`config.mk`:
```
export PLATFORM = sky130hd
export DESIGN_NAME = kvcm_cell
export DESIGN_NICKNAME = d
export VERILOG_FILES = /design/src/kvcm_pkg.sv /design/src/kvcm_cell.sv
export SDC_FILE = /design/constraint.sdc
export NUM_CORES = 1
export LEC_CHECK = 0
export ABC_AREA = 1
export BUFFER_PORTS_ARGS = -buffer_cell sky130_fd_sc_hd__clkbuf_2
export CAP_MARGIN = 20
export CORE_MARGIN = 1
export CORE_UTILIZATION = 45
export CTS_CLUSTER_DIAMETER = 30
export DETAILED_ROUTE_END_ITERATION = 10
export GPL_TIMING_DRIVEN = 0
export PLACE_DENSITY_LB_ADDON = 0.08
export SYNTH_ARGS = -nofsm -noshare
export SYNTH_HDL_FRONTEND = slang
export SYNTH_SLANG_ARGS = --single-unit
```
`constraint.sdc`:
```
create_clock -name clk -period 1.2 [get_ports clk]
set_input_delay 0.18 -clock clk [delete_from_list [all_inputs] [get_ports clk]]
set_output_delay 0.18 -clock clk [all_outputs]
set_load 0.02 [all_outputs]
```
`src/kvcm_pkg.sv`:
```
// Package: shared types and constants of the keyed value cache match block
`default_nettype none
package kvcm_pkg;

	localparam int unsigned POS_W = 7;

	typedef enum logic [1:0] {
		ST_OK   = 2'd0,
		ST_MISS = 2'd1,
		ST_FULL = 2'd2,
		ST_LONG = 2'd3
	} status_t;

	typedef enum logic [0:0] {
		S_IDLE = 1'b0,
		S_SCAN = 1'b1
	} state_t;

	// Broadcast to every cell for one accepted request
	typedef struct packed {
		logic             step;
		logic             last;
		logic             commit;
		logic [POS_W-1:0] pos;
		logic [7:0]       data;
		logic [7:0]       opcode;
		logic [7:0]       ext_opcode;
	} cell_ctl_t;

endpackage
`default_nettype wire

```
`src/kvcm_cell.sv`:
```
// Cell: one table entry with its byte compare and registered hit flag
`default_nettype none
module kvcm_cell #(
	parameter int unsigned MAX_BYTES = 16
) (
	input  wire logic              clk,
	input  wire logic              arst_n,
	input  wire kvcm_pkg::cell_ctl_t ctl,
	input  wire logic              sel,
	output logic                   hit_q
);
	localparam int unsigned BW = (MAX_BYTES > 1) ? $clog2(MAX_BYTES) : 1;
	localparam int unsigned LW = $clog2(MAX_BYTES + 1);

	logic [7:0]    bytes_q [2**BW];
	logic [LW-1:0] len_q;
	logic [7:0]    op_q;
	logic [7:0]    ext_q;
	logic          mism_q;

	logic [BW-1:0] bi;
	logic          in_range;
	logic          bad;
	logic [LW-1:0] new_len;
	logic          key_ok;

	// Compare the incoming byte against this entry's byte at the same place
	always_comb begin
		bi       = ctl.pos[BW-1:0];
		in_range = (ctl.pos < kvcm_pkg::POS_W'(MAX_BYTES));
		bad      = in_range && (bytes_q[bi] != ctl.data);
		new_len  = LW'(ctl.pos + kvcm_pkg::POS_W'(1));
		key_ok   = (len_q == new_len) && (op_q == ctl.opcode)
			&& ((ext_q == ctl.ext_opcode) || (ext_q == 8'd0));
	end

	// Hold mismatch across the string, latch hit on the closing byte
	always_ff @(posedge clk or negedge arst_n) begin
		if (!arst_n) begin
			mism_q <= 1'b0;
			hit_q  <= 1'b0;
		end else if (ctl.step) begin
			if (ctl.last) begin
				mism_q <= 1'b0;
				hit_q  <= !(mism_q || bad) && key_ok;
			end else begin
				mism_q <= mism_q || bad;
			end
		end
	end

	// Store bytes and keys when this cell is the next free entry
	always_ff @(posedge clk) begin
		if (ctl.step && sel) begin
			if (in_range) begin
				bytes_q[bi] <= ctl.data;
			end
			if (ctl.last && ctl.commit) begin
				len_q <= new_len;
				op_q  <= ctl.opcode;
				ext_q <= ctl.ext_opcode;
			end
		end
	end

endmodule
`default_nettype wire

```
==> results.cfg <==
[sta]
setup_violations = 16
worst_slew_pin_slew_ns = 0.605
max_slew_margin = 0.595
rsz0062_at_grt = yes
final-hold-violation-count = 0
fin_crit_sh = 1.39
worst_clock_skew_ns = 0.00561
period_needed_ns = 1.67
timing.final.ws_setup_ns = -0.466
fmax_ghz = 0.600
slew_violations = 0

[detailed_routing]
drt_iter0_drc = 379
vias = 4813
avgRoutedWirePerCell_um = 17.4
post-route-drc-count = 0
firstDrtPassIters = 7
totalWireLength_um = 16700
detail-route-antenna-nets = 0
via_per_inst = 5.03

[finish]
nFillCells = 1235
drive_above_1_share = 0.201
final_common_cell = nand2_1
n_antenna_cell = 0
layout_common_cells = nand2_1 (214), edfxtp_1 (149), inv_1 (78), nor2_1 (59), clkbuf_2 (35)
area_delta_synth_final_pct = 26.6
nNetsFinal = 800
utilization = 0.588

[global_routing]
grt_pass1_wl_um = 26200
grt_max_degree = 22
grt_use_total = 0.228
grt_pass1_vias = 4825
grt.overflow.total = 0
grt_antenna_before_repair = 0

[clock_tree]
clk_latency_ns = 0.43
cts-buffers-inserted = 17
clock_sinks = 151
cts_root_buffer = clkbuf_16
clock_path_buffers = 2
path_clk_slew_ns = 0.06
cts_tree = done
h-tree-depth = 4

[synth]
postSynthAreaPerCell_um2 = 10.3
ys_seq_area_frac = 0.665
yosys.area.top_type = edfxtp_1
yosys_warnings = 0
postSynthCellCount = 663
syn_area_um2 = 6810
syn_nets = 704
netlist.area_leader.share = 0.657
ys_ff_latch = 151
yosys-top-cells-area = edfxtp_1 (66%), nand2_1 (12%), inv_1 (4.6%)
yosysUniqueCellTypes = 26

[pwr]
p_total_uw = 11900
ir_drop_uv = 814
leakagePower_uw = 0.00358
powerDensity_nw_per_um2 = 1380

[floorplanning]
die_y_um = 125
num_io_pins = 38
num_rows = 44
die_w_um = 125
initial_core_util = 0.465
coreArea_um2 = 14600
dieArea_um2 = 15600

[place]
port_buffers = 36
routabilityCongestion = 0.785
dpl.hpwl_um = 10400

[worst_setup_path]
critical_path.startpoint = bytes_q[15][5]
cp-endpoint = mism_q
r2r_end = mism_q
rr_startpoint = bytes_q[15][5]
start_kind = register
end_kind = register
crit_required_ns = 1.52
reg2reg_setup_slack_ns = -0.47
r2r_cells = 14
critPathKind = reg -> reg
arrival_ns = 1.98
worstPathMaxFanout = 2

[status]
violations = setup timing
status = finished with violations

[min_path]
hold_path_class = in -> reg

[flow_run]
drv_cap = 0
==> state kept, by name, indices dropped and copies added, names as in the netlist <==
register and cells:
bytes_q 128, ext_q 8, op_q 8, len_q 5
hit_q 1, mism_q 1
==> layer usage <==
metal	track usage	up-vias	wire length (um)
met5	0	-	0
met1	0.293	2318	7370
met4	0.0832	0	224
met3	0.0535	23	963
met2	0.378	122	8100
li1	-	2350	-
==> stage by stage <==
step / setup TNS (ns) / hold WS (ns) / cell area [um^2] / setup WS (ns) / std cells
5_1_grt: -1.64 / 0.0573 / 8620 / -0.593 / 956
3_5_place_dp: -70.70 / -0.0295 / 7480 / -0.737 / 883
4_1_cts: -0.744 / 0.0319 / 8460 / -0.375 / 948
6_report: -1.04 / 0.0459 / 8620 / -0.466 / 956
2_1_floorplan: -13.64 / -0.116 / 7070 / -0.167 / 663
3_3_place_gp: -67.74 / -0.0300 / 7480 / -0.757 / 883
==> power by group <==
part	switching (uW)	internal, uW	total [uW]
clock network	2090	3020	5110
logic	593	356	949
registers	14.3	5830	5850
==> area by class of cell <==
class / count / area [um^2] / area share
sequential: 151 / 4520 / 0.525
multi-input combinational: 404 / 2010 / 0.234
timing repair buffer: 77 / 703 / 0.0816
clock buffer: 17 / 425 / 0.0494
inverter: 86 / 342 / 0.0396
buffer: 22 / 239 / 0.0277
tap: 184 / 230 / 0.0267
clock inverter: 15 / 138 / 0.0160
==> how the worst min path moves through the flow <==
stage          endpoint  slack (ns)  depth (start not counted)    start
2_1_floorplan     hit_q       -0.12                          0   arst_n
3_3_place_gp      hit_q       -0.03                          1   arst_n
3_5_place_dp      hit_q       -0.03                          1   arst_n
4_1_cts          mism_q        0.03                          3  ctl[33]
5_1_grt          mism_q        0.06                          3  ctl[33]
6_report         mism_q        0.05                          3  ctl[33]
==> synth_stat cells <==
cell type	n
nor4_1	3
nand2_1	221
o21ai_0	16
nor3_1	8
nand4_1	3
buf_6	9
xnor2_1	14
xor2_1	3
buf_4	9
ha_1	4
nor2_1	77
inv_4	1
clkinv_1	1
o22ai_1	1
inv_2	1
o21ai_1	18
a211oi_1	1
o2111ai_1	1
dfrtp_1	2
a21oi_1	1
o2111a_1	1
nor2_2	2
nand3_1	30
buf_2	4
edfxtp_1	149
inv_1	83
==> what timing repair did <==
action,4_1_cts,5_1_grt
hold endpoints to repair,18,0
resized for setup,7,11
buffers inserted,16,8
endpoints found under the setup margin,104,114
pin swaps,16,9
hold buffers,17,0
==> logic make-up after synthesis <==
logic type	synth area share
xor+xnor	0.0219
buf+inv	0.0756
fa+ha+maj	0.00735
compound gates	0.0307
flops	0.665
simple gates	0.200
==> worst max-delay path, cell delays in order, from the launching register on <==
cell      delay [ns]
edfxtp_1        0.36
inv_1           0.06
nand2_1         0.05
nand3_1         0.08
nand2_1         0.06
nand2_1         0.07
nand2_2         0.08
nor2_2          0.10
nor2_1          0.05
nor2_1          0.20
nand2_1         0.10
nor2_2          0.11
nand2_2         0.10
nand3_1         0.08
a21oi_1         0.06
(Power assumes the default switching activity.)
